### src/hw/rtl/feed_sequence_dedup_filter_top_defines.svh
// Assertion macros for the dedup filter.
// Taken in by `include in the files that carry assertions; no dependencies.
`ifndef FEED_SEQUENCE_DEDUP_FILTER_TOP_DEFINES_SVH
`define FEED_SEQUENCE_DEDUP_FILTER_TOP_DEFINES_SVH

// Same-cycle implication, disabled during reset.
`define SDF_ASSERT_IMP(lbl, ck, rn, ante, cons, msg) \
  lbl: assert property (@(posedge ck) disable iff (!rn) (ante) |-> (cons)) \
    else $error(msg);

// Next-cycle implication, disabled during reset.
`define SDF_ASSERT_NXT(lbl, ck, rn, ante, cons, msg) \
  lbl: assert property (@(posedge ck) disable iff (!rn) (ante) |=> (cons)) \
    else $error(msg);

`endif

### src/hw/rtl/sdf_pkg.sv
`timescale 1ns / 1ps
// Shared constants, codes and types of the dedup filter.
// No dependencies.
package sdf_pkg;

  localparam int TABLE_DEPTH = 256;
  localparam int CHAN_W      = 16;
  localparam int SEQ_W       = 32;
  localparam int KEY_W       = CHAN_W + SEQ_W;
  localparam int CNT_W       = $clog2(TABLE_DEPTH + 1);
  localparam int LIM_W       = 9;
  localparam int VERD_W      = 3;
  localparam int GRP         = 16;
  localparam int NGRP        = (TABLE_DEPTH + GRP - 1) / GRP;

  localparam int CFG_IDX_W  = 2;
  localparam int CFG_DATA_W = LIM_W;

  localparam logic [CFG_IDX_W-1:0] CFG_BLOCK_EN = 2'd0;
  localparam logic [CFG_IDX_W-1:0] CFG_DEDUP_EN = 2'd1;
  localparam logic [CFG_IDX_W-1:0] CFG_WIN_LIM  = 2'd2;

  localparam logic [LIM_W-1:0] WIN_LIM_RST = 9'd200;

  localparam logic [VERD_W-1:0] V_NEW      = 3'd0;
  localparam logic [VERD_W-1:0] V_BYPASS   = 3'd1;
  localparam logic [VERD_W-1:0] V_DUP      = 3'd2;
  localparam logic [VERD_W-1:0] V_BADHDR   = 3'd3;
  localparam logic [VERD_W-1:0] V_DISABLED = 3'd4;

  typedef enum logic [1:0] {
    CELL_HOLD,
    CELL_CMP,
    CELL_INS,
    CELL_EVT
  } cell_op_t;

  typedef struct packed {
    cell_op_t          op;
    logic [KEY_W-1:0]  key;
  } cell_cmd_t;

  typedef struct packed {
    logic              vld;
    logic              lt;
    logic [KEY_W-1:0]  key;
  } cell_link_t;

  typedef struct packed {
    logic hit;
    logic min_lt;
  } sdf_stat_t;

endpackage

### src/hw/rtl/sdf_hit_tree.sv
`timescale 1ns / 1ps
// Registered OR tree over the per-cell match flags.
// Depends on sdf_pkg.
module sdf_hit_tree (
  input  logic                            clk,
  input  logic                            rst_n,
  input  logic [sdf_pkg::TABLE_DEPTH-1:0] eq_i,
  output logic                            hit_o
);

  localparam int GRP   = sdf_pkg::GRP;
  localparam int NGRP  = sdf_pkg::NGRP;
  localparam int PAD_W = NGRP * GRP;

  logic [PAD_W-1:0] eq_pad;
  logic [NGRP-1:0]  grp_r, grp_nxt;

  assign eq_pad = PAD_W'(eq_i);

  always_comb begin
    for (int g = 0; g < NGRP; g++) begin
      grp_nxt[g] = |eq_pad[g*GRP +: GRP];
    end
  end

  always_ff @(posedge clk) begin
    if (!rst_n) begin
      grp_r <= '0;
    end else begin
      grp_r <= grp_nxt;
    end
  end

  assign hit_o = |grp_r;

endmodule

### config.mk
export PLATFORM = sky130hd
export DESIGN_NAME = sdf_hit_tree
export DESIGN_NICKNAME = d
export VERILOG_FILES = /design/src/hw/rtl/feed_sequence_dedup_filter_top_defines.svh /design/src/hw/rtl/sdf_pkg.sv /design/src/hw/rtl/sdf_hit_tree.sv
export SDC_FILE = /design/constraint.sdc
export NUM_CORES = 1
export LEC_CHECK = 0
export BUFFER_PORTS_ARGS = -buffer_cell sky130_fd_sc_hd__buf_2
export CAP_MARGIN = 20
export CORE_AREA = 2 2 100 102
export DETAILED_ROUTE_END_ITERATION = 6
export DIE_AREA = 0 0 102 104
export SETUP_SLACK_MARGIN = 0.05
export SLEW_MARGIN = 20
export SYNTH_ARGS = -nofsm -noshare
export SYNTH_HDL_FRONTEND = slang
export SYNTH_SLANG_ARGS = --single-unit
### constraint.sdc
create_clock -name clk -period 1.1 [get_ports clk]
set_clock_uncertainty 0.2 [all_clocks]
set_input_delay 0.11 -clock clk [delete_from_list [all_inputs] [get_ports clk]]
set_output_delay 0.11 -clock clk [all_outputs]
set_load 0.005 [all_outputs]
Yosys cells after proc, flatten, opt, wreduce, memory -nomap -nowiden
Index checks and enable logic that the tools add are counted.
{ "totals": {"output_inout_bits": 1, "word_cells": 18, "in_bits": 258, "reg_bits": 16} }
{ "op_classes": {"reduce_logical": 17} }
{ "ops": {"columns": ["operator", "count"], "rows": [
  ["$reduce_or 16->1", 17]
]} }

Logic depth before layout (Yosys ltp)
{ "logic_depth": {"depth_word": 1, "depth_mapped": 3} }

Worst setup path after synthesis
OpenSTA, ideal clock, no wires.
{ "synth_timing": {"path_kind": "register to output", "start": "reg grp_r[10]", "end": "out hit_o", "setup_slack_ps": 135, "t_required_ps": 790, "n_path_buf": 0, "arrival_time_ps": 655, "path_stages_with_launch": 3, "path_cell_list": "dfxtp_1 -> nor4_1 -> nand4_1"} }
{ "synth_between": {"elab_chain_len": 1} }
{ "synth_rtl": {"columns": ["element", "line_no", "rtl"], "rows": [
  ["start: declaration", "sdf_hit_tree.sv:16", "logic [NGRP-1:0] grp_r, grp_nxt;"],
  ["start signal: assignment", "sdf_hit_tree.sv:30", "grp_r <= grp_nxt;"],
  ["$reduce_or 16->1", "sdf_hit_tree.sv:34", "assign hit_o = |grp_r;"],
  ["end: declaration", "sdf_hit_tree.sv:8", "output logic hit_o"]
]} }
Every way passes these cells.

Worst setup path after layout
{ "layout_timing": {"start": "reg grp_r[14]", "end": "out hit_o"} }
Same word-level chain as after synthesis.

==> impl_metrics.env <==
export IMPL_fraction_of_layout_cells_with_a_size_suffix_above_1=0.736
export IMPL_timing_hold_violations_final=11
export IMPL_synthesis_yosys_warnings=0
export IMPL_power_density_cell_area_nw_per_um2=658
export IMPL_grt_start_max_net_pins=17
export IMPL_failed_checks="hold timing, setup timing"
export IMPL_place_congestion=0.791
export IMPL_synth_adder_area_share=0
export IMPL_outcome="finished, violations left"
export IMPL_reg_largest_list="grp_r x16"
export IMPL_dr_first_iter_drc_count=29
export IMPL_drt_drc_violations_left=0
export IMPL_synthesis_instances=103
export IMPL_worst_pin_slew_ns=0.372
export IMPL_io_pins=259
export IMPL_firstDrtPassIters=4
export IMPL_avgSynthCellArea_um2=8.81
export IMPL_vertical_die_dimension_um=104
export IMPL_detailedPlace_worstSlack_ns=-0.318
export IMPL_final_design_area_no_fill_um2=2440
export IMPL_globalRouteTotalUtil=0.0999
export IMPL_post_route_min_period_ns=1.46
export IMPL_finalWirelength_um=5930
export IMPL_grt_pass1_wl_um=8330
export IMPL_n_antenna_cell=0
export IMPL_via_per_inst=4.17
export IMPL_power_total_w=0.00161
export IMPL_registers_top_by_ff_count="grp_r"
export IMPL_setup_worst_path_class="register to output port"
export IMPL_ctsLongestPathBuffers=2
export IMPL_synth_compound_area_frac=0.154
export IMPL_synth_cell_type_count=6
export IMPL_clkSinkCount=16
export IMPL_post_synth_and_or_nand_nor_area_fraction=0.476
export IMPL_mostFrequentLayoutCells="258 x buf_2, 65 x nor4_1, 16 x a41oi_1"
export IMPL_cts_htree_levels=1
export IMPL_rsz0062_at_grt="yes"
export IMPL_timing_hold_worst_endpoint="grp_r[4]"
export IMPL_arrival_ns=1.15
export IMPL_yosys_mux_area_fraction=0
export IMPL_antenna_violations_before_repair=0
export IMPL_total_cts_buffers=3
export IMPL_crit_path_end_kind="output port"
export IMPL_hold_wc_startpoint="eq_i[78]"
export IMPL_cts_root_buffer_type="clkbuf_8"
export IMPL_drv_cap=0
export IMPL_dieArea_um2=10600
export IMPL_most_frequent_standard_cell_in_the_layout_excluding_fill_and_tap_cells="buf_2"
export IMPL_floorplan_core_area_um2=9550
export IMPL_dpl_hpwl_um=5470
export IMPL_antenna_violation_net_count_after_detailed_routing=0
export IMPL_synth_top_family_by_area="simple AND/OR/NAND/NOR gates"
export IMPL_timing_final_setup_violations=1
export IMPL_areaGrowthSynthToFinish_pct=169
export IMPL_static_leakage_power_nw=1.24
export IMPL_clock_pin_transition_on_the_worst_setup_and_hold_timing_paths_ns=0.06
export IMPL_syn_area_um2=907
export IMPL_setup_slack_ns=-0.359
export IMPL_flip_flop_count_of_the_largest_register_after_layout=16
export IMPL_seqCellArea_um2=323
export IMPL_fillers=1090
export IMPL_final_routed_wire_length_divided_by_cell_count_um=12.0
export IMPL_multi_input_comb_area_um2=617
export IMPL_postCtsSetupBuffers=0
export IMPL_holdWs_ns=-0.0482
export IMPL_final_net_count=623
export IMPL_fmaxAchievable_mhz=686
export IMPL_crit_path_max_fanout=1
export IMPL_max_vdd_ir_drop_uv=181
export IMPL_post_synth_xor_area_fraction=0
export IMPL_mappedNetlistNets=361
export IMPL_share_of_synthesized_area_occupied_by_flip_flops_and_latches=0.353
export IMPL_worstPathRequired_ns=0.79
export IMPL_relSlewSlack=0.751
export IMPL_detailroute_via_count=2068
export IMPL_via_count_of_the_first_global_routing_pass=2041
export IMPL_slew_viol_final=0
export IMPL_hold_path_depth=3
export IMPL_horiz_die_dim_um=102
export IMPL_timing_hold_worst_class="input pin to register"
export IMPL_initial_core_util=0.0950
export IMPL_setup_total_negative_slack_ns=-0.359
export IMPL_tritoncts="done"
export IMPL_rows=36
export IMPL_globalRoute_totalOverflow=0
export IMPL_min_period_over_period=1.33
export IMPL_ys_ff_latch=16
export IMPL_count_of_buffers_from_port_buffering=258
export IMPL_cp_start_kind="register"
export IMPL_dpl_cell_area_um2=2350
synthesized netlist by cell type:
| cell type | n | area, um2 |
|---|---|---|
| a41oi_1 | 16 | 140 |
| dfxtp_1 | 16 | 320 |
| nor4_1 | 68 | 425 |
| nand4_1 | 1 | 6.26 |
| buf_6 | 1 | 11.3 |
| inv_2 | 1 | 3.75 |
stage by stage:
stage | utilization | std cells
floorplan | - | 103
global placement | 0.246 | 493
detailed placement | 0.246 | 493
CTS | 0.256 | 496
global route | 0.256 | 496
finish | 0.256 | 496
layer usage:
| metal | GRT usage | wire [um] |
|---|---|---|
| met4 | 0.0276 | 51 |
| met3 | 0.0114 | 653 |
| met1 | 0.0968 | 2040 |
| met5 | 0 | 0 |
| met2 | 0.210 | 3180 |
worst max-delay path, stage by stage, from the launching register on:
cell and delay (ns):
dfxtp_2 0.32, nor4_4 0.30, nand4_1 0.12, buf_2 0.15
power breakdown:
group          switching (W)  internal (W)
registers          0.0000205      0.000612
logic               0.000183      0.000362
clock network       0.000187      0.000242
worst max-delay path by stage:
stage / from / endpoint / slack, ns
final: grp_r[14] / hit_o / -0.36
after floorplan: grp_r[10] / hit_o / 0.14
after detailed placement: grp_r[10] / hit_o / -0.32
after CTS: grp_r[14] / hit_o / -0.42
after global placement: grp_r[2] / hit_o / -0.31
after global routing: grp_r[15] / hit_o / -0.44
kinds of logic after synthesis:
group	after synthesis
flops	16
buf+inv	2
compound gates	16
simple gates	69
final cells by class:
class,count,area share
Inverter,1,0.00154
Sequential cell,16,0.132
Timing Repair Buffer,258,0.529
Multi-Input combinational cell,85,0.253
Clock buffer,3,0.0169
Tap cell,133,0.0681
timing repair:
item / 4_1_cts / 5_1_grt
endpoints found under the hold margin: 11 / 6
resized for setup: 8 / 0
pin swaps: 3 / 0
endpoints found under the setup margin: 1 / 1
No activity file was read; power rests on OpenSTA's default activity.
