--- src/hw/rtl/feed_sequence_dedup_filter_top_defines.svh ---
// Assertion macros for the dedup filter.
// Taken in by `include in the files that carry assertions; no dependencies.
`ifndef FEED_SEQUENCE_DEDUP_FILTER_TOP_DEFINES_SVH
`define FEED_SEQUENCE_DEDUP_FILTER_TOP_DEFINES_SVH

// Same-cycle implication, disabled during reset.
`define SDF_ASSERT_IMP(lbl, ck, rn, ante, cons, msg) \
  lbl: assert property (@(posedge ck) disable iff (!rn) (ante) |-> (cons)) \
    else $error(msg);

// Next-cycle implication, disabled during reset.
`define SDF_ASSERT_NXT(lbl, ck, rn, ante, cons, msg) \
  lbl: assert property (@(posedge ck) disable iff (!rn) (ante) |=> (cons)) \
    else $error(msg);

`endif

--- src/hw/rtl/sdf_pkg.sv ---
`timescale 1ns / 1ps
// Shared constants, codes and types of the dedup filter.
// No dependencies.
package sdf_pkg;

  localparam int TABLE_DEPTH = 256;
  localparam int CHAN_W      = 16;
  localparam int SEQ_W       = 32;
  localparam int KEY_W       = CHAN_W + SEQ_W;
  localparam int CNT_W       = $clog2(TABLE_DEPTH + 1);
  localparam int LIM_W       = 9;
  localparam int VERD_W      = 3;
  localparam int GRP         = 16;
  localparam int NGRP        = (TABLE_DEPTH + GRP - 1) / GRP;

  localparam int CFG_IDX_W  = 2;
  localparam int CFG_DATA_W = LIM_W;

  localparam logic [CFG_IDX_W-1:0] CFG_BLOCK_EN = 2'd0;
  localparam logic [CFG_IDX_W-1:0] CFG_DEDUP_EN = 2'd1;
  localparam logic [CFG_IDX_W-1:0] CFG_WIN_LIM  = 2'd2;

  localparam logic [LIM_W-1:0] WIN_LIM_RST = 9'd200;

  localparam logic [VERD_W-1:0] V_NEW      = 3'd0;
  localparam logic [VERD_W-1:0] V_BYPASS   = 3'd1;
  localparam logic [VERD_W-1:0] V_DUP      = 3'd2;
  localparam logic [VERD_W-1:0] V_BADHDR   = 3'd3;
  localparam logic [VERD_W-1:0] V_DISABLED = 3'd4;

  typedef enum logic [1:0] {
    CELL_HOLD,
    CELL_CMP,
    CELL_INS,
    CELL_EVT
  } cell_op_t;

  typedef struct packed {
    cell_op_t          op;
    logic [KEY_W-1:0]  key;
  } cell_cmd_t;

  typedef struct packed {
    logic              vld;
    logic              lt;
    logic [KEY_W-1:0]  key;
  } cell_link_t;

  typedef struct packed {
    logic hit;
    logic min_lt;
  } sdf_stat_t;

endpackage

--- src/hw/rtl/sdf_cell.sv ---
`timescale 1ns / 1ps
// One cell of the sorted key row: holds one key, compares, shifts up or down.
// Depends on sdf_pkg.
module sdf_cell (
  input  logic                clk,
  input  logic                rst_n,
  input  sdf_pkg::cell_cmd_t  cmd,
  input  sdf_pkg::cell_link_t lo_i,
  input  sdf_pkg::cell_link_t hi_i,
  output sdf_pkg::cell_link_t link_o,
  output logic                eq_o
);

  localparam int KEY_W = sdf_pkg::KEY_W;

  logic             vld_r, vld_nxt;
  logic             lt_r, lt_nxt;
  logic             eq_r, eq_nxt;
  logic [KEY_W-1:0] key_r, key_nxt;

  always_comb begin
    vld_nxt = vld_r;
    lt_nxt  = lt_r;
    eq_nxt  = eq_r;
    key_nxt = key_r;
    unique case (cmd.op)
      sdf_pkg::CELL_CMP: begin
        lt_nxt = !vld_r || (cmd.key < key_r);
        eq_nxt = vld_r && (cmd.key == key_r);
      end
      sdf_pkg::CELL_INS: begin
        if (lt_r) begin
          if (lo_i.lt) begin
            key_nxt = lo_i.key;
            vld_nxt = lo_i.vld;
          end else begin
            key_nxt = cmd.key;
            vld_nxt = 1'b1;
          end
        end
      end
      sdf_pkg::CELL_EVT: begin
        key_nxt = hi_i.key;
        vld_nxt = hi_i.vld;
        lt_nxt  = hi_i.lt;
      end
      default: begin
      end
    endcase
  end

  always_ff @(posedge clk) begin
    if (!rst_n) begin
      vld_r <= 1'b0;
      lt_r  <= 1'b0;
      eq_r  <= 1'b0;
    end else begin
      vld_r <= vld_nxt;
      lt_r  <= lt_nxt;
      eq_r  <= eq_nxt;
    end
  end

  always_ff @(posedge clk) begin
    key_r <= key_nxt;
  end

  assign link_o.vld = vld_r;
  assign link_o.lt  = lt_r;
  assign link_o.key = key_r;
  assign eq_o       = eq_r;

endmodule

--- config.mk ---
export PLATFORM = sky130hd
export DESIGN_NAME = sdf_cell
export DESIGN_NICKNAME = d
export VERILOG_FILES = /design/src/hw/rtl/feed_sequence_dedup_filter_top_defines.svh /design/src/hw/rtl/sdf_pkg.sv /design/src/hw/rtl/sdf_cell.sv
export SDC_FILE = /design/constraint.sdc
export NUM_CORES = 1
export LEC_CHECK = 0
export BUFFER_PORTS_ARGS = -buffer_cell sky130_fd_sc_hd__buf_2
export CORE_MARGIN = 2
export CORE_UTILIZATION = 42
export CTS_CLUSTER_SIZE = 8
export DETAILED_ROUTE_END_ITERATION = 10
export PLACE_DENSITY = 0.85
export SYNTH_ARGS = -nofsm -noshare
export SYNTH_HDL_FRONTEND = slang
export SYNTH_SLANG_ARGS = --single-unit
export TNS_END_PERCENT = 20
--- constraint.sdc ---
create_clock -name clk -period 2.1 [get_ports clk]
set_input_delay 0.21 -clock clk [delete_from_list [all_inputs] [get_ports clk]]
set_output_delay 0.21 -clock clk [all_outputs]
set_load 0.005 [all_outputs]
Yosys cells after proc, flatten, opt, wreduce, memory -nomap -nowiden
Cells that the tools add are included.
{"block": "classes", "add_sub_neg": 0, "order_cmp": 1, "n_mul": 0, "n_div": 0, "shift": 0, "bitwise_logic": 0, "n_eq_ne": 5, "n_reduce_logical": 6, "muxes": 7}
{"cell": "48-bit two-way mux", "n": 2}
{"cell": "48-bit case mux with 2 select lines", "n": 1}
{"cell": "48-bit == test", "n": 1}
{"cell": "48-bit less-than comparator", "n": 1}
{"cell": "2-bit == test (second input constant)", "n": 2}
{"cell": "1-bit case mux with 2 select lines", "n": 2}
{"cell": "2-bit nonzero test", "n": 2}
{"cell": "2-bit by 1-bit == test with 1-bit output (second input constant)", "n": 1}
{"cell": "1-bit two-way mux", "n": 2}
{"cell": "2-bit inequality test (second input constant)", "n": 1}
{"cell": "2-bit AND reduction", "n": 1}
{"cell": "1-bit logical AND", "n": 1}
{"cell": "1-bit logical NOT", "n": 1}
{"cell": "1-bit logical OR", "n": 1}
{"block": "totals", "out_inout_bits": 51, "ram_bits": 0, "mem_count": 0, "ff_bits": 51, "rom_bits": 0, "latch_bits": 0, "inputBits": 152, "elab_cells": 23}

Depth between registers and ports, before layout
{"block": "depth", "word_depth": 3, "ltp_mapped": 8, "mapped_depth_nobuf": 8}

Worst setup path after synthesis
Ideal clock, no wire load.
{"block": "synth_path", "path_type": "reg2reg", "start": "register lt_r", "end": "register vld_r", "stages_incl_launch_ff": 4, "synth_period_minus_slack_ns": 1.963, "slack_ns": 0.137, "setup_time_ns": 0.120, "t_arrival_ns": 1.843, "cell_sequence": "dfxtp_1 -> o21a_1 -> mux2i_1 -> nor2b_1"}
{"block": "synth_via", "elab_chain_cells": 2}
{"element": "start: declaration", "line": "sdf_cell.sv:17", "text": "logic lt_r, lt_nxt;"}
{"element": "start signal: assignment", "line": "sdf_cell.sv:59", "text": "lt_r <= lt_nxt;"}
{"element": "2-bit inequality test (no source line)"}
{"element": "2-bit AND reduction (no source line)"}
{"element": "end signal: assignment", "line": "sdf_cell.sv:58", "text": "vld_r <= vld_nxt;"}
{"element": "end: declaration", "line": "sdf_cell.sv:16", "text": "logic vld_r, vld_nxt;"}
No other way between the ends.
A chain may end at the register's enable or synchronous reset.

Final worst setup path
{"block": "layout_path", "start": "register key_r[46]", "end": "register lt_r"}
{"block": "layout_via", "elab_chain_cells": 3}
{"element": "start: declaration", "line": "sdf_cell.sv:19", "text": "logic [KEY_W-1:0] key_r, key_nxt;"}
{"element": "start signal: assignment", "line": "sdf_cell.sv:65", "text": "key_r <= key_nxt;"}
{"element": "48-bit less-than comparator", "line": "sdf_cell.sv:28", "text": "lt_nxt = !vld_r || (cmd.key < key_r);"}
{"element": "1-bit logical OR", "line": "sdf_cell.sv:28"}
{"element": "1-bit case mux with 2 select lines", "line": "sdf_cell.sv:26", "text": "unique case (cmd.op)"}
No other way between the ends.

==> reports/summary.txt <==
run status -> finished, final reports clean
Final setup viols -> 0
Yosys cell types -> 35
area of the core -> 8760 um2
Routed wire per std cell -> 14.1 um
CP Max Fanout -> 3
Hold Startpoint -> hi_i[1]
Total GRT Usage -> 0.199
skew final -> 0.00623 ns
Slew @ Worst Pin -> 0.364 ns
vias in the first global route -> 3574
Post-Synthesis Cells -> 406
reg2reg start -> key_r[46]
layout cell share with drive strength beyond 1 -> 0.364
FF+latch count, synth -> 51
capture point of the worst reg-to-reg path -> lt_r
Min-Delay Path Depth -> 3
Ant. Diodes -> 0
vias per cell -> 5.11
worst IR drop on VDD -> 0.296 mV
max-capacitance violation count -> 0
Starting Density -> 0.435
WS Path Type -> flip-flop to flip-flop
Synth Area per Inst -> 9.40 um2
Hold Violations, Final -> 0
Hold EP -> key_r[1]
Detail Placement HPWL -> 8200 um
startpoint types -> flip-flop
unrepaired setup endpoints after global routing -> no
PortBufs -> 202
Slew HR -> 0.758
Post-CTS Hold Fix Bufs -> 0
gr ovfl total -> 0
min Tclk post-route -> 1.88 ns
synthesized net count -> 606
Inst Count DP -> 701
Die H -> 99.3 um
largest net degree at the start of global routing -> 97
pwr/cell area -> 503 nW/um2
XOR/XNOR Fraction of Synth Area -> 0
Root Driver -> clkbuf_8
drt initial violations -> 148
Synth-to-Final Area Change -> 31.4%
Peak Freq -> 0.532 GHz
Total Routed Length -> 10000 um
Post-Syn Area -> 3810 um2
CTS Buffer Depth -> 2
critical path endpoint category -> flip-flop
RD Place Congestion -> 0.819
leakage -> 2.57 nW
# H-tree levels -> 2
CP Data Required Time -> 2.28 ns
crit path DAT -> 2.06 ns
Seq/Total Area, Yosys -> 0.394
complex-gate fraction of the synthesized area -> 0.135
Setup TNS Final -> 0 ns
global-route wire length before repair -> 16100 um
DR DRC count -> 0
row count -> 34
# fillers -> 790
Post-CTS Setup Inserts -> 0
CTS Sinks -> 51
hold slack -> 0.176 ns
Synth Area in Simple Gates -> 0.109
Worst R2R Setup Slack -> 0.22 ns
period utilization -> 0.896
nets -> 800
Hold Crit Class -> primary input to flip-flop
commonest non-fill, non-tap cells in the layout -> 202 x buf_2, 67 x nand2_1, 51 x inv_1
TritonCTS Buffers -> 5
DIE WIDTH -> 99.3 um
initial antenna violation count -> 0
R2R cell count -> 7
# IOs -> 203
die area -> 9860 um2
largest family of logic cells by synthesized area -> adder cells
Finished Layout Cells -> 709
most common cell after layout, fill and taps aside -> buf_2
Clock Latency Late Sink -> 0.30 ns
CTS tree -> built
# resized after CTS -> 0
drt first pass iters -> 5
Reg clk slew, reported paths -> 0.09 ns
via count -> 3623
post-synthesis mux area share -> 0.129
Adder-Cell Fraction of Synth Area -> 0.157
remaining antenna violation count after routing -> 0
Max Slew Vio Count -> 0
Ys Warns -> 0
CP startpoint -> key_r[46]
[routing by layer]
layer  up-vias  wire, um  track usage
li1       1820         -            -
met1      1655      4140        0.237
met2       135      5040        0.367
met3        13       676       0.0358
met4         0       141       0.0516
met5         -         0            0
[worst max-delay path: stages (launching register included)]
cell and delay, ns:
edfxtp_1 0.37, inv_1 0.06, ha_1 0.28, nand4_1 0.18, nor4_2 0.38, and2_1 0.25
and3_1 0.18, a211oi_2 0.06
[cell families after synthesis]
logic type                 count (synthesis)
and+or+nand+nor                           95
AOI/OAI and AO/OA                         92
DFF                                       51
adders and majority gates                 48
buffers and inverters                     71
muxes                                     49
[metrics by stage]
step / area, um2 / power (W) / setup slack (ns) / util
after floorplan: 3810 / 0.00164 / 0.137 / -
after global placement: 4920 / 0.00193 / 0.189 / 0.562
after detailed placement: 4920 / 0.00197 / 0.188 / 0.562
after CTS: 5010 / 0.00255 / 0.165 / 0.572
after global routing: 5010 / 0.00267 / 0.0232 / 0.572
final: 5010 / 0.00252 / 0.219 / 0.572
[where the power goes]
part	switching, W	leakage (nW)	internal, W
clock	0.000317	0.0459	0.000265
combinational	0.000363	2.04	0.000335
sequential	0.0000337	0.484	0.00121
[how the worst max path moves through the flow]
stage / to / slack [ns]
final: lt_r / 0.22
after global routing: lt_r / 0.02
after CTS: lt_r / 0.16
after detailed placement: lt_r / 0.19
after global placement: lt_r / 0.19
after floorplan: vld_r / 0.14
[registers in the layout (all words and copies together), names as in the netlist]
register and count:
key_r 48, lt_r 1, vld_r 1, eq_o 1
[synthesized netlist by cell type]
cell type,count,area share
clkinv_1,1,0.00098
and3_1,2,0.0033
o21a_1,2,0.0039
nor2_1,5,0.0049
a21oi_2,2,0.0046
and2_1,2,0.0033
nand3_1,4,0.0052
buf_2,9,0.012
o221ai_1,1,0.0023
o21ai_0,44,0.058
nand3b_1,1,0.0020
a21o_1,1,0.0020
o21ai_1,12,0.016
a2bb2oi_1,1,0.0023
nor2b_1,1,0.0016
clkbuf_1,6,0.0059
nand4_1,7,0.011
and4_1,1,0.0023
nand2_1,67,0.066
ha_1,48,0.16
dfxtp_1,3,0.016
edfxtp_1,48,0.38
a221oi_2,1,0.0039
a211oi_2,1,0.0033
a31oi_1,1,0.0016
a221oi_1,1,0.0023
mux2i_1,49,0.13
a21oi_1,21,0.028
o211ai_1,2,0.0039
nor4_2,1,0.0033
a211oi_1,1,0.0020
buf_4,4,0.0079
inv_1,51,0.050
a21boi_1,1,0.0020
nor3_1,4,0.0052
[cell type report]
class / count / area (um2) / share of cell area
clock buffers: 7 / 86.3 / 0.0172
clock inverters: 1 / 3.75 / 0.000749
inverters: 52 / 195 / 0.0390
multi-input cells: 284 / 2020 / 0.404
flip-flops and latches: 51 / 1500 / 0.300
well taps: 108 / 135 / 0.0270
repair buffers: 206 / 1070 / 0.213
No activity file was read; power rests on OpenSTA's default activity.
