### config.mk
export PLATFORM = sky130hd
export DESIGN_NAME = sdf_ctrl_flat
export DESIGN_NICKNAME = d
export VERILOG_FILES = /design/src/hw/rtl/sdf_pkg.sv /design/src/hw/rtl/sdf_if.sv /design/src/hw/rtl/sdf_ctrl.sv /design/src/flat_wrapper.sv
export VERILOG_INCLUDE_DIRS = /design/src /design/src/hw/rtl
export SDC_FILE = /design/constraint.sdc
export NUM_CORES = 1
export LEC_CHECK = 0
export BUFFER_PORTS_ARGS = -buffer_cell sky130_fd_sc_hd__buf_2
export CORE_ASPECT_RATIO = 1.4
export CORE_MARGIN = 5
export CORE_UTILIZATION = 40
export CTS_CLUSTER_DIAMETER = 150
export CTS_CLUSTER_SIZE = 30
export DETAILED_ROUTE_END_ITERATION = 16
export PLACE_DENSITY_LB_ADDON = 0.25
export SLEW_MARGIN = 40
export SYNTH_ARGS = -nofsm -noshare
export SYNTH_HDL_FRONTEND = slang
export SYNTH_SLANG_ARGS = --single-unit
### constraint.sdc
create_clock -name clk -period 3.5 [get_ports clk]
set_clock_uncertainty 0.15 [all_clocks]
set_input_delay 0.175 -clock clk [delete_from_list [all_inputs] [get_ports clk]]
set_output_delay 0.175 -clock clk [all_outputs]
set_load 0.02 [all_outputs]
### src/hw/rtl/feed_sequence_dedup_filter_top_defines.svh
// Assertion macros for the dedup filter.
// Taken in by `include in the files that carry assertions; no dependencies.
`ifndef FEED_SEQUENCE_DEDUP_FILTER_TOP_DEFINES_SVH
`define FEED_SEQUENCE_DEDUP_FILTER_TOP_DEFINES_SVH

// Same-cycle implication, disabled during reset.
`define SDF_ASSERT_IMP(lbl, ck, rn, ante, cons, msg) \
  lbl: assert property (@(posedge ck) disable iff (!rn) (ante) |-> (cons)) \
    else $error(msg);

// Next-cycle implication, disabled during reset.
`define SDF_ASSERT_NXT(lbl, ck, rn, ante, cons, msg) \
  lbl: assert property (@(posedge ck) disable iff (!rn) (ante) |=> (cons)) \
    else $error(msg);

`endif

### src/hw/rtl/sdf_pkg.sv
`timescale 1ns / 1ps
// Shared constants, codes and types of the dedup filter.
// No dependencies.
package sdf_pkg;

  localparam int TABLE_DEPTH = 256;
  localparam int CHAN_W      = 16;
  localparam int SEQ_W       = 32;
  localparam int KEY_W       = CHAN_W + SEQ_W;
  localparam int CNT_W       = $clog2(TABLE_DEPTH + 1);
  localparam int LIM_W       = 9;
  localparam int VERD_W      = 3;
  localparam int GRP         = 16;
  localparam int NGRP        = (TABLE_DEPTH + GRP - 1) / GRP;

  localparam int CFG_IDX_W  = 2;
  localparam int CFG_DATA_W = LIM_W;

  localparam logic [CFG_IDX_W-1:0] CFG_BLOCK_EN = 2'd0;
  localparam logic [CFG_IDX_W-1:0] CFG_DEDUP_EN = 2'd1;
  localparam logic [CFG_IDX_W-1:0] CFG_WIN_LIM  = 2'd2;

  localparam logic [LIM_W-1:0] WIN_LIM_RST = 9'd200;

  localparam logic [VERD_W-1:0] V_NEW      = 3'd0;
  localparam logic [VERD_W-1:0] V_BYPASS   = 3'd1;
  localparam logic [VERD_W-1:0] V_DUP      = 3'd2;
  localparam logic [VERD_W-1:0] V_BADHDR   = 3'd3;
  localparam logic [VERD_W-1:0] V_DISABLED = 3'd4;

  typedef enum logic [1:0] {
    CELL_HOLD,
    CELL_CMP,
    CELL_INS,
    CELL_EVT
  } cell_op_t;

  typedef struct packed {
    cell_op_t          op;
    logic [KEY_W-1:0]  key;
  } cell_cmd_t;

  typedef struct packed {
    logic              vld;
    logic              lt;
    logic [KEY_W-1:0]  key;
  } cell_link_t;

  typedef struct packed {
    logic hit;
    logic min_lt;
  } sdf_stat_t;

endpackage

### src/hw/rtl/sdf_if.sv
`timescale 1ns / 1ps
// Valid/ready channel interfaces for packet headers and verdicts.
// Depends on sdf_pkg.
interface sdf_in_if;
  logic                        valid;
  logic                        ready;
  logic [sdf_pkg::CHAN_W-1:0]  channel_number;
  logic [sdf_pkg::SEQ_W-1:0]   sequence_number;
  logic                        header_ok;
  logic                        from_retransmit;

  modport source (output valid, channel_number, sequence_number, header_ok,
                  from_retransmit, input ready);
  modport sink (input valid, channel_number, sequence_number, header_ok,
                from_retransmit, output ready);
endinterface

interface sdf_out_if;
  logic                        valid;
  logic                        ready;
  logic                        forward;
  logic [sdf_pkg::VERD_W-1:0]  verdict;

  modport source (output valid, forward, verdict, input ready);
  modport sink (input valid, forward, verdict, output ready);
endinterface

### src/hw/rtl/sdf_ctrl.sv
`timescale 1ns / 1ps
// Sequencer: config registers, item decode, key count, cell commands, result register.
// Depends on sdf_pkg, sdf_if and the assertion macro header.
`include "feed_sequence_dedup_filter_top_defines.svh"
module sdf_ctrl (
  input  logic                            clk,
  input  logic                            rst_n,
  sdf_in_if.sink                          in_ch,
  sdf_out_if.source                       out_ch,
  input  logic                            cfg_we,
  input  logic [sdf_pkg::CFG_IDX_W-1:0]   cfg_index,
  input  logic [sdf_pkg::CFG_DATA_W-1:0]  cfg_data,
  input  sdf_pkg::sdf_stat_t              stat,
  output sdf_pkg::cell_cmd_t              cmd
);

  localparam int KEY_W  = sdf_pkg::KEY_W;
  localparam int CNT_W  = sdf_pkg::CNT_W;
  localparam int LIM_W  = sdf_pkg::LIM_W;
  localparam int VERD_W = sdf_pkg::VERD_W;
  localparam int CW     = ((CNT_W > LIM_W) ? CNT_W : LIM_W) + 1;
  localparam logic [CNT_W-1:0] FULL_CNT = CNT_W'(sdf_pkg::TABLE_DEPTH);

  localparam logic [2:0] S_IDLE = 3'd0;
  localparam logic [2:0] S_CMP  = 3'd1;
  localparam logic [2:0] S_RED  = 3'd2;
  localparam logic [2:0] S_DEC  = 3'd3;
  localparam logic [2:0] S_INS  = 3'd4;
  localparam logic [2:0] S_EVT  = 3'd5;
  localparam logic [2:0] S_DONE = 3'd6;

  logic [2:0]        state_r, state_nxt;
  logic              blk_en_r, ddp_en_r;
  logic [LIM_W-1:0]  win_lim_r;
  logic [CNT_W-1:0]  count_r, count_nxt;
  logic [KEY_W-1:0]  key_r, key_nxt;
  logic              full_path_r, full_path_nxt;
  logic              res_fwd_r, res_fwd_nxt;
  logic [VERD_W-1:0] res_verd_r, res_verd_nxt;
  logic              out_valid_r, out_valid_nxt;
  logic              out_fwd_r, out_fwd_nxt;
  logic [VERD_W-1:0] out_verd_r, out_verd_nxt;

  logic          in_acc;
  logic          out_free;
  logic          full;
  logic          over_lim;
  logic [CW-1:0] cnt_inc;

  assign in_ch.ready = (state_r == S_IDLE);
  assign in_acc      = in_ch.valid && in_ch.ready;
  assign out_free    = !out_valid_r || out_ch.ready;
  assign full        = (count_r == FULL_CNT);
  assign cnt_inc     = CW'(count_r) + CW'(1);
  assign over_lim    = (cnt_inc > CW'(win_lim_r));

  always_comb begin
    state_nxt     = state_r;
    count_nxt     = count_r;
    key_nxt       = key_r;
    full_path_nxt = full_path_r;
    res_fwd_nxt   = res_fwd_r;
    res_verd_nxt  = res_verd_r;
    out_valid_nxt = out_valid_r && !out_ch.ready;
    out_fwd_nxt   = out_fwd_r;
    out_verd_nxt  = out_verd_r;
    unique case (state_r)
      S_IDLE: begin
        if (in_acc) begin
          key_nxt   = {in_ch.channel_number, in_ch.sequence_number};
          state_nxt = S_DONE;
          if (!blk_en_r) begin
            res_fwd_nxt  = 1'b0;
            res_verd_nxt = sdf_pkg::V_DISABLED;
          end else if (!in_ch.header_ok) begin
            res_fwd_nxt  = 1'b0;
            res_verd_nxt = sdf_pkg::V_BADHDR;
          end else if (!ddp_en_r || in_ch.from_retransmit) begin
            res_fwd_nxt  = 1'b1;
            res_verd_nxt = sdf_pkg::V_BYPASS;
          end else begin
            state_nxt = S_CMP;
          end
        end
      end
      S_CMP: state_nxt = S_RED;
      S_RED: state_nxt = S_DEC;
      S_DEC: begin
        if (stat.hit) begin
          res_fwd_nxt  = 1'b0;
          res_verd_nxt = sdf_pkg::V_DUP;
          state_nxt    = S_DONE;
        end else begin
          res_fwd_nxt  = 1'b1;
          res_verd_nxt = sdf_pkg::V_NEW;
          if (!full) begin
            full_path_nxt = 1'b0;
            state_nxt     = S_INS;
          end else if (stat.min_lt) begin
            state_nxt = S_DONE;
          end else begin
            full_path_nxt = 1'b1;
            state_nxt     = S_EVT;
          end
        end
      end
      S_INS: begin
        count_nxt = count_r + CNT_W'(1);
        state_nxt = (!full_path_r && over_lim) ? S_EVT : S_DONE;
      end
      S_EVT: begin
        count_nxt = count_r - CNT_W'(1);
        state_nxt = full_path_r ? S_INS : S_DONE;
      end
      S_DONE: begin
        if (out_free) begin
          out_valid_nxt = 1'b1;
          out_fwd_nxt   = res_fwd_r;
          out_verd_nxt  = res_verd_r;
          state_nxt     = S_IDLE;
        end
      end
      default: state_nxt = S_IDLE;
    endcase
  end

  always_comb begin
    cmd.key = key_r;
    unique case (state_r)
      S_CMP:   cmd.op = sdf_pkg::CELL_CMP;
      S_INS:   cmd.op = sdf_pkg::CELL_INS;
      S_EVT:   cmd.op = sdf_pkg::CELL_EVT;
      default: cmd.op = sdf_pkg::CELL_HOLD;
    endcase
  end

  always_ff @(posedge clk) begin
    if (!rst_n) begin
      state_r     <= S_IDLE;
      count_r     <= '0;
      full_path_r <= 1'b0;
      out_valid_r <= 1'b0;
      blk_en_r    <= 1'b0;
      ddp_en_r    <= 1'b0;
      win_lim_r   <= sdf_pkg::WIN_LIM_RST;
    end else begin
      state_r     <= state_nxt;
      count_r     <= count_nxt;
      full_path_r <= full_path_nxt;
      out_valid_r <= out_valid_nxt;
      if (cfg_we) begin
        unique case (cfg_index)
          sdf_pkg::CFG_BLOCK_EN: blk_en_r  <= cfg_data[0];
          sdf_pkg::CFG_DEDUP_EN: ddp_en_r  <= cfg_data[0];
          sdf_pkg::CFG_WIN_LIM:  win_lim_r <= cfg_data;
          default: begin
          end
        endcase
      end
    end
  end

  always_ff @(posedge clk) begin
    key_r      <= key_nxt;
    res_fwd_r  <= res_fwd_nxt;
    res_verd_r <= res_verd_nxt;
    out_fwd_r  <= out_fwd_nxt;
    out_verd_r <= out_verd_nxt;
  end

  assign out_ch.valid   = out_valid_r;
  assign out_ch.forward = out_fwd_r;
  assign out_ch.verdict = out_verd_r;

  `SDF_ASSERT_IMP(a_count_bound, clk, rst_n, 1'b1, count_r <= FULL_CNT, "key count above depth")
  `SDF_ASSERT_IMP(a_evict_nonempty, clk, rst_n, state_r == S_EVT, count_r != '0, "evict on empty row")
  `SDF_ASSERT_NXT(a_accept_busy, clk, rst_n, in_acc, state_r != S_IDLE, "idle after accept")

endmodule

### src/flat_wrapper.sv
// flat-port wrapper written by rule: the top's interface ports become plain ports
module sdf_ctrl_flat 
  (clk, rst_n, cfg_we, cfg_index, cfg_data, stat, cmd, in_ch_valid, in_ch_channel_number, in_ch_sequence_number, in_ch_header_ok, in_ch_from_retransmit, in_ch_ready, out_ch_valid, out_ch_forward, out_ch_verdict, out_ch_ready);
  sdf_in_if in_ch_i ();
  sdf_out_if out_ch_i ();
  input  logic clk;
  input  logic rst_n;
  input  logic cfg_we;
  input  logic [sdf_pkg::CFG_IDX_W-1:0] cfg_index;
  input  logic [sdf_pkg::CFG_DATA_W-1:0] cfg_data;
  input  sdf_pkg::sdf_stat_t stat;
  output sdf_pkg::cell_cmd_t cmd;
  input wire logic [$bits(in_ch_i.valid)-1:0] in_ch_valid;
  input wire logic [$bits(in_ch_i.channel_number)-1:0] in_ch_channel_number;
  input wire logic [$bits(in_ch_i.sequence_number)-1:0] in_ch_sequence_number;
  input wire logic [$bits(in_ch_i.header_ok)-1:0] in_ch_header_ok;
  input wire logic [$bits(in_ch_i.from_retransmit)-1:0] in_ch_from_retransmit;
  output wire logic [$bits(in_ch_i.ready)-1:0] in_ch_ready;
  output wire logic [$bits(out_ch_i.valid)-1:0] out_ch_valid;
  output wire logic [$bits(out_ch_i.forward)-1:0] out_ch_forward;
  output wire logic [$bits(out_ch_i.verdict)-1:0] out_ch_verdict;
  input wire logic [$bits(out_ch_i.ready)-1:0] out_ch_ready;
  assign in_ch_i.valid = in_ch_valid;
  assign in_ch_i.channel_number = in_ch_channel_number;
  assign in_ch_i.sequence_number = in_ch_sequence_number;
  assign in_ch_i.header_ok = in_ch_header_ok;
  assign in_ch_i.from_retransmit = in_ch_from_retransmit;
  assign in_ch_ready = in_ch_i.ready;
  assign out_ch_valid = out_ch_i.valid;
  assign out_ch_forward = out_ch_i.forward;
  assign out_ch_verdict = out_ch_i.verdict;
  assign out_ch_i.ready = out_ch_ready;
  sdf_ctrl u_core (.clk(clk), .rst_n(rst_n), .in_ch(in_ch_i), .out_ch(out_ch_i), .cfg_we(cfg_we), .cfg_index(cfg_index), .cfg_data(cfg_data), .stat(stat), .cmd(cmd));
endmodule
Word level (Yosys, flattened, before mapping). Index checks and enable logic that the tools add are counted.

Bits in registers: 81. Word-level logic and storage cells: 80. Input port bits: 68.

$add $sub $neg: 3. Equal/unequal tests: 13. Muxes and demuxes: 29. Reduce and logical (&&, ||, !) cells: 21. Magnitude comparators: 1. Bitwise gates (word level): 1.

Operators with widths (count): two-way mux 3 bit (11); case mux 3 bit (7 select lines) (1); case mux 9 bit (2 select lines) (1); AND reduction 2 bit (6); adder 9 x 1 -> 10 bit (second input constant) (1); greater-than comparator 10 x 9 -> 1 bit (1); adder 9 x 1 -> 9 bit (second input constant) (1); == test 3 bit (second input constant) (3); == test 9 bit (second input constant) (1); two-way mux 1 bit (9); subtractor 9 x 1 -> 9 bit (second input constant) (1); two-way mux 2 bit (4); == test 3 x 2 -> 1 bit (second input constant) (2); case mux 2 bit (3 select lines) (1); case mux 3 bit (2 select lines) (1); AND reduction 3 bit (2); zero test 1 bit (4); inequality test 2 bit (second input constant) (2); inequality test 4 bit (second input constant) (1); nonzero test 2 bit (2); == test 3 x 1 -> 1 bit (second input constant) (1); logical AND 1 bit (3); zero test 3 bit (1); == test 2 x 1 -> 1 bit (second input constant) (1); other kinds (6) (7).

Longest topological paths before layout. Gate-level depths: netlist (run 1).

Word-level depth: 7. Mapped depth: 11. Gate-level depth less buffers: 10.

Least setup slack after synthesis (run 1). Ideal clock, no wire load.

Path type: flip-flop to flip-flop. Start point: register u_core.state_r[1]. End point: register u_core.res_fwd_r (enable). Stages on the path, launching flop included: 5. Arrival time: 2716 ps. Buffers on the path: 1. Slack: 291 ps. Period minus slack after synthesis: 3209 ps. Cell sequence: dfxtp_1 buf_2 nor3_1 and2_1 a2bb2oi_1.

Word-level cells in the longest chain between the ends: 4. Elaborated cells between the ends (all ways): 7. Classes of those cells: 3 x eq/ne; 4 x reduce/logical.

Ends and longest elaborated chain: start, declared (RTL line sdf_ctrl.sv:32) `logic [2:0] state_r, state_nxt;`; start signal, assigned (RTL line sdf_ctrl.sv:147) `state_r <= state_nxt;`; zero test 3 bit * (RTL line sdf_ctrl.sv:50) `assign in_ch.ready = (state_r == S_IDLE);`; via in_ch_ready (RTL line flat_wrapper.sv:18) `output wire logic [$bits(in_ch_i.ready)-1:0] in_ch_ready;`; logical AND 1 bit (RTL line sdf_ctrl.sv:51) `assign in_acc = in_ch.valid && in_ch.ready;`; inequality test 2 bit (no source line); AND reduction 3 bit (no source line) *; end signal, assigned (RTL line sdf_ctrl.sv:165) `res_fwd_r <= res_fwd_nxt;`; end, declared (RTL line sdf_ctrl.sv:38) `logic res_fwd_r, res_fwd_nxt;`.

The timed path passes the listed nets; every way through them passes the cells marked *. A chain may end at the register's enable or synchronous reset.

Worst setup path after layout (run 1).
Start point: register u_core.state_r[2]. End point: register u_core.count_r[7].

Word-level cells in the longest chain between the ends: 2. Elaborated cells between the ends (all ways): 4. Classes of those cells: 2 x eq/ne; 1 x mux; 1 x reduce/logical.

Ends and longest elaborated chain: == test 3 bit (RTL line sdf_ctrl.sv:67) `unique case (state_r)`; case mux 9 bit (2 select lines) or nonzero test 2 bit (tied branches); end signal, assigned (RTL line sdf_ctrl.sv:148) `count_r <= count_nxt;`; end, declared (RTL line sdf_ctrl.sv:35) `logic [CNT_W-1:0] count_r, count_nxt;`.

Parallel ways exist; a longest one is shown, timed or not.

==> results of run 1 <==
registers in the layout (all words and copies together) (netlist names), 3 cells and up:
| signal | flops |
|---|---|
| u_core.res_verd_r | 3 |
| u_core.state_r | 3 |
| u_core.win_lim_r | 9 |
| u_core.key_r | 48 |
| u_core.count_r | 9 |
| u_core.out_ch.verdict | 3 |
layer usage:
layer / up-vias / wire (um) / GRT usage [%]
met5: - / 0 / 0
met4: 0 / 174 / 6.81
met3: 17 / 626 / 5.06
met2: 103 / 5000 / 33.3
met1: 1335 / 3780 / 20.4
li1: 1447 / - / -
final timing paths:
check / startpoint / end / cells after the start
setup / recovery: u_core.state_r[2]$_SDFFE_PN0P_ / u_core.count_r[7]$_SDFFE_PN0P_ / 10
hold / removal: rst_n / u_core.win_lim_r[7]$_SDFFE_PN1P_ / 2
setup reg to reg: u_core.state_r[2]$_SDFFE_PN0P_ / u_core.count_r[7]$_SDFFE_PN0P_ / 10
hold reg to reg: u_core.res_verd_r[1]$_DFFE_PP_ / u_core.out_ch.verdict[1]$_DFFE_PP_ / 0
Yosys cell counts, types with 2 or more instances:
master / count / area, sq um
a21o_1: 2 / 15.0
a21oi_1: 13 / 65.1
a31oi_1: 4 / 25.0
and2_1: 6 / 37.5
and3_1: 2 / 12.5
and4_1: 2 / 17.5
buf_2: 3 / 15.0
clkbuf_1: 3 / 11.3
dfxtp_1: 25 / 500
edfxtp_1: 56 / 1680
ha_1: 18 / 225
inv_1: 17 / 63.8
mux2i_1: 10 / 100
nand2_1: 23 / 86.3
nand2b_1: 5 / 31.3
nand3_1: 10 / 50.1
nand3b_1: 6 / 45.0
nand4_1: 2 / 12.5
nor2_1: 22 / 82.6
nor2b_1: 4 / 25.0
nor3_1: 6 / 30.0
o2111ai_1: 3 / 26.3
o21ai_0: 6 / 30.0
o21ai_1: 3 / 15.0
o31ai_1: 3 / 22.5
or3_1: 2 / 12.5
xnor2_1: 7 / 61.3
xor2_1: 2 / 17.5
area by class of cell:
cell class / count / area (sq um)
clock buffers: 11 / 233
fillers: 670 / 3470
clock inverters: 5 / 80.1
repair buffers: 183 / 1210
inverters: 18 / 67.6
well taps: 105 / 131
flip-flops and latches: 81 / 2180
multi-input cells: 185 / 1290
cell families (layout without fill, tap and decap cells):
logic type,count (synthesis),in the layout,share of synthesized area (%)
buffers and inverters,25,217,2.74
xor gates and xnor gates,9,9,2.21
and+or+nand+nor,97,97,14.3
adders and majority gates,19,19,6.88
muxes,10,10,2.81
AOI/OAI and AO/OA,50,50,9.86
DFF,81,81,61.2
critical path: stages, from the launching register on:
cell	delay, ns
dfxtp_1	0.53
nand2b_1	0.16
inv_2	0.18
nand2_1	0.13
inv_1	0.23
ha_1	0.27
a21o_1	0.19
a211o_1	0.34
a2111oi_4	0.32
nor3_1	0.09
nand3b_1	0.15
where the power goes:
part	switching, mW	internal (mW)	leakage [nW]	total (mW)
logic	0.467	0.268	1.40	0.735
clock network	0.357	0.624	0.147	0.981
registers	0.0935	1.24	0.728	1.33
total	0.918	2.13	2.27	3.05
per-stage QoR:
step	instance area (sq um)	instances
floorplan	3560	291
global placement	4300	514
detailed placement	4300	514
CTS	5190	588
global route	5190	588
finish	5190	588
timing repair:
item,4_1_cts,5_1_grt
resized for setup,0,0
hold buffers,58,0
hold endpoints to repair,60,0
==> run summary, run 1 <==
The run gives 291 as the instance count of the mapped netlist. The run gives 4 as the first-pass iteration count of the detailed router. The via count of the first global-routing pass is 3,006, and the average vias per placed instance is 4.94. The fraction of registers with async set/reset is 0%.

The library cells used most frequently in the layout, excluding fill and tap cells, are 123 x buf_2, 58 x dlygate4sd3_1, 56 x edfxtp_1. The peak fanout along the critical path is 12, and the synthesized area per cell is 12.2 sq um. For the finished layout, the period the worst path requires is 2.86 ns.

The number of failing hold endpoints at the final stage is 0. The most used flip-flop cell after synthesis is edfxtp_1. The final number of setup-violating endpoints is 0, and the actual transition at the worst max-transition pin is 0.587 ns. From bottom edge to top edge, the die measures 122 um. The net count after synthesis was 378. The count of nets left with antenna violations after detail routing was 0.

The horizontal extent of the die came out at 89.8 um. The synthesized design contains 81 register bits. The run gives 54 as the number of distinct library cells after synthesis. During synthesis, Yosys emitted a total of 0 warnings. In the final layout, the share of cells above drive strength 1 is 30.0%. The overall fraction of global-route tracks in use is 18.4%. The commonest non-fill, non-tap cell in the layout is buf_2. The routed wire length is 9580 um.

Root cell of the clock tree: clkbuf_16. The worst setup path is of the reg -> reg kind. The worst pin sits at a relative slew slack of 60.6%. Least setup slack across all paths after layout: 0.645 ns.

The flow ran to the end, and the final reports show no timing, DRC or antenna violations. Cells fill 60.0% of the core in the end. The logs give 0 for the number of buffers inserted by post-CTS setup repair and 0.000349 V for the worst-case vdd ir drop. The first global-routing pass estimated 16,000 um of wire. At the end of routability-driven placement, the weighted congestion stood at 0.808. The element type at the critical path end is a flop. The initial core utilization was 41.2%. The first-iteration detailed-routing DRC count was 163; the tightest hold margin was 0.0213 ns. Number of antenna violations at the first check in global routing: 0. The logs give 2 for the largest buffer count on any clock path and 0 for the count of max-cap constraint violations. The tools report the floorplan core area as 8660 sq um. Summing the sequential cell areas from Yosys gives 61.2% of the chip area. Wire length per cell: 16.3 um. The later-pin clock latency in the skew report was 0.33 ns. The total power of the final layout is 3.05 mW.

The count of buffers from port buffering was 123; the number of nets in the layout was 565. The run gives 2,902 as the via count of the routed design. The tools report the sink count of the clock tree as 81. Entering global routing, the biggest net connects 49 pins.

For this design the top-level I/O count stands at 124. The signed area change from the synthesized netlist to the final layout is 45.6%, and the part of the cycle the worst path needs is 81.6%. TritonCTS built the clock tree. Startpoint kind of the worst setup timing path: a flop.

The logs give 0 for the DRC violation count after routing and 40 for the cell row count. Summed over all cells, the static leakage comes to 2.27 nW. The number of max-slew violations in the final report is 0. In this run the cell area of the synthesized design comes to 3560 sq um. In this run the power density over the cells is 587 nW/um^2. Data on the critical path arrives at its endpoint at 2.93 ns. Setup repair after global routing left no endpoint under its margin.

For this run, the top clock speed supported by timing is 0.350 GHz. The die outline area was 10,900 sq um. For the level count of the clock H-tree, the log shows 3. The tools report the post-placement worst setup slack as 0.656 ns. Summed over all nets, the half-perimeter wirelength after detailed placement is 6880 um. The worst hold-check path type was in -> reg. Global routing finished with a remaining overflow of 0.

0 antenna diodes ended up in the layout. Clock-pin slew was measured on the worst setup and hold paths at 0.06 ns. The number of synthesized flops with an enable pin came out at 56. Counting the buffers created by CTS gives 9.

At the worst endpoint, the required time is 3.57 ns. In the final timing run, aggregate negative setup slack is 0 ns. The setup check on the worst reg-to-reg path leaves a slack of 0.64 ns.
(Power assumes the default switching activity.)
==> run 2: changes to the inputs <==
==> constraint.sdc (replaced) <==
create_clock -name clk -period 2.5 [get_ports clk]
set_clock_uncertainty 0.15 [all_clocks]
set_input_delay 0.125 -clock clk [delete_from_list [all_inputs] [get_ports clk]]
set_output_delay 0.125 -clock clk [all_outputs]
set_load 0.02 [all_outputs]
==> run summary, run 2 (same netlist as run 1, synthesis figures left out) <==
In this run the worst path has a maximum fanout of 7. The internal power of the cells totals 3.00 mW. Counting flops per register, the top entry is u_core.key_r. For the worst flop-to-flop path, the logic depth is 10. Die outline area: 10,900 sq um. Leaving out fill and tap cells, the most frequent cells in the layout are 123 x buf_2, 64 x dlygate4sd3_1, 56 x edfxtp_1. Max-cap violations in this run came to 0. In this run the horizontal extent of the chip is 89.8 um. The tools report the switching power as 1.34 mW. Detailed routing inserted a total of 2,975 vias. The clock drives 81 sinks. TritonCTS created 9 clock buffers.

Relative to the synthesized area, the layout overhead comes to 50.4%. The overall fraction of global-route tracks in use was 18.8%. The final layout contains routed wiring with a total length of 10,000 um.

Per report_power, the sequential group accounts for 41.9% of the total. For this run the aggregate overflow at the end of global routing stands at 0. The arrival time at the worst endpoint is 2.45 ns, and the later-pin clock latency in the skew report is 0.33 ns. STA classifies the critical path startpoint as a flop.

Launch point of the worst reg-to-reg path: u_core.state_r[1]$_SDFFE_PN0P_. The tools report the weighted congestion at the end of routability-driven global placement as 0.822. The library cell used most frequently in the layout, excluding fill and tap cells, is buf_2. Number of nets in the layout: 579. Source of the critical timing path: u_core.state_r[1]$_SDFFE_PN0P_. For this run, the share of the core covered by cells in the final layout is 61.9%. The flow ran to the end, and the final reports show no timing, DRC or antenna violations.

The tightest hold margin was 0.00621 ns. The signal on the critical path passes through nand2b_4 > inv_4 > nand2_1 > inv_2 > ha_1 > a21o_1 > a211o_1 > a2111oi_4 > nor3_1 > nand3b_1. The endpoint identified for the worst register-to-register timing path is u_core.count_r[7]$_SDFFE_PN0P_. The critical path contains buffers and inverters numbering 2 combined. The logs give 124 for the number of top-level pins and 7100 um for the post-DP HPWL.

The number of antenna diodes in the final layout is 0. The run gives 0 as the number of max-slew violations in the final report. Using the TritonRoute via totals, the vias-per-cell ratio works out to 4.94. The slowest cell on the critical path was a211o_1.

The floorplan core area is 8660 sq um. The initialized floorplan defines 40 standard-cell rows. The count of buffers from port buffering is 123, and the share of final-layout standard cells stronger than drive strength 1 is 33.2%.

IR analysis of the VDD net gives a maximum drop of 0.000534 V. The worst reg-to-reg setup slack was 0.12 ns; the via count of the first global-routing pass was 3,074. The first global-routing pass estimated 16,200 um of wire. Summed over all cells, the static leakage comes to 2.34 nW. Entering global routing, the biggest net connects 49 pins. The termination of the worst setup path was u_core.count_r[7]$_SDFFE_PN0P_. The share of total power consumed by net switching works out to 30.9%. The family with the most delay on the worst path was compound AO/OA/AOI/OAI gates.

Of the total power, combinational logic draws 27.6%. Headroom to the max-slew limit came out at 61.1%. Based on the critical path, the design can be clocked at up to 0.420 GHz. The completed layout was analyzed and its total power is 4.34 mW.

The initial utilization of the core area, before any placement, comes to 41.2%. STA classifies the critical path endpoint as a flop. In the final layout, the registers with the most flip-flops are u_core.key_r: 48 flops, u_core.count_r: 9 flops, u_core.win_lim_r: 9 flops. The stage delay of the slowest cell on the critical path is 0.34 ns, and the post-layout minimum cycle time is 2.38 ns.

The run gives 0 as the count of nets left with antenna violations after detail routing. Setup violations remaining at the end of the flow were counted as 0. Of the total power, the clock network draws 30.5%. For the pin with the worst max-slew slack, the measured transition is 0.578 ns. Dividing the detail-routed wire length by the instance count gives 16.6 um. The detailed router finished its first iteration with 123 violations.

The level count of the clock H-tree is 3. The kind of critical path is reg -> reg. Setup repair after global routing left no endpoint under its margin. The die extent in y was 122 um. The tightest min-delay check is of the in -> reg type. Adding up every negative setup slack in the final design gives 0 ns.

For the largest buffer count on any clock path, the log shows 2. The tree is rooted in a clkbuf_16. For this run, the detailed router's first-pass iteration total came to 5. Counting buffers and inverters, the worst setup path is 10 cells deep. For the worst setup path, the data required time is 2.57 ns. TritonCTS built the clock tree. After clock tree synthesis, the clock-pin slew on the worst setup and hold paths is 0.06 ns. The register with the most flip-flops in the layout has 48 of them. The run gives 0 as the number of failing hold endpoints at the final stage.

The part of the cycle the worst path needs was 95.2%. After detailed routing, the number of remaining DRC violations is 0. The power density relative to cell area was 809 nW/um^2. The run gives 0 as the number of antenna violations at the first check in global routing.
-- run 2: cell types whose count changed in the layout (fill, tap and decap cells not counted), sizes merged --
cell / previous run / this run
buf: 125 / 133
bufinv: 2 / 1
clkinv: 2 / 0
clkinvlp: 1 / 2
dlygate4sd3: 58 / 64
inv: 18 / 20
-- run 2: metal layers --
metal  GRT usage (%)  vias up  routed length, um
li1                -     1474                  -
met1            19.9     1373               3730
met2            35.6      116               5400
met3            4.76       12                736
met4            6.99        0                146
met5               0        -                  0
-- run 2: what timing repair did --
action | 4_1_cts | 5_1_grt
endpoints found under the setup margin | 0 | 3
endpoints found under the hold margin | 62 | 0
setup buffers | 0 | 0
gates resized for setup | 0 | 8
hold buffers | 64 | 0
-- run 2: stage by stage --
stage	setup slack, ns	cell area [sq um]	std cells
after floorplan	0.0215	3580	291
after global placement	0.191	4390	522
after detailed placement	0.141	4390	522
after CTS	0.122	5330	602
after global routing	0.00577	5360	602
final	0.120	5360	602
-- run 2: final cells by class --
type,instances,area [sq um]
repair buffers,197,1340
inverters,18,70.1
well taps,105,131
clock inverters,5,62.6
clock buffers,11,243
fillers,662,3300
flip-flops and latches,81,2190
multi-input cells,185,1330
-- run 2: worst reg2reg max path: cells and delay by family, from the launching register on --
family                   cells  cell delay, ns
AO/OA/AOI/OAI                3            0.84
AND/OR/NAND/NOR              4            0.51
flip-flops                   1            0.33
adder cells (fa/ha/maj)      1            0.29
buffers and inverters        2            0.14
-- run 2: worst min-delay path by stage --
stage / from / end / slack [ns] / depth (start not counted)
floorplan: in_ch_sequence_number[0] / u_core.key_r[0]$_DFFE_PP_ / 0.07 / 0
global placement: in_ch_sequence_number[17] / u_core.key_r[17]$_DFFE_PP_ / 0.15 / 1
detailed placement: in_ch_sequence_number[15] / u_core.key_r[15]$_DFFE_PP_ / 0.15 / 1
CTS: stat[0] / u_core.full_path_r$_SDFFE_PN0P_ / 0.002 / 3
global route: stat[0] / u_core.full_path_r$_SDFFE_PN0P_ / 0.01 / 3
finish: stat[0] / u_core.full_path_r$_SDFFE_PN0P_ / 0.006 / 3
-- run 2: power by group through the flow --
stage	clock, mW	sequential, mW	combinational [mW]
floorplan	0	2.06	0.450
global placement	0	1.83	1.11
detailed placement	0	1.84	1.12
CTS	1.35	1.81	1.20
global route	1.43	1.84	1.30
finish	1.32	1.82	1.20
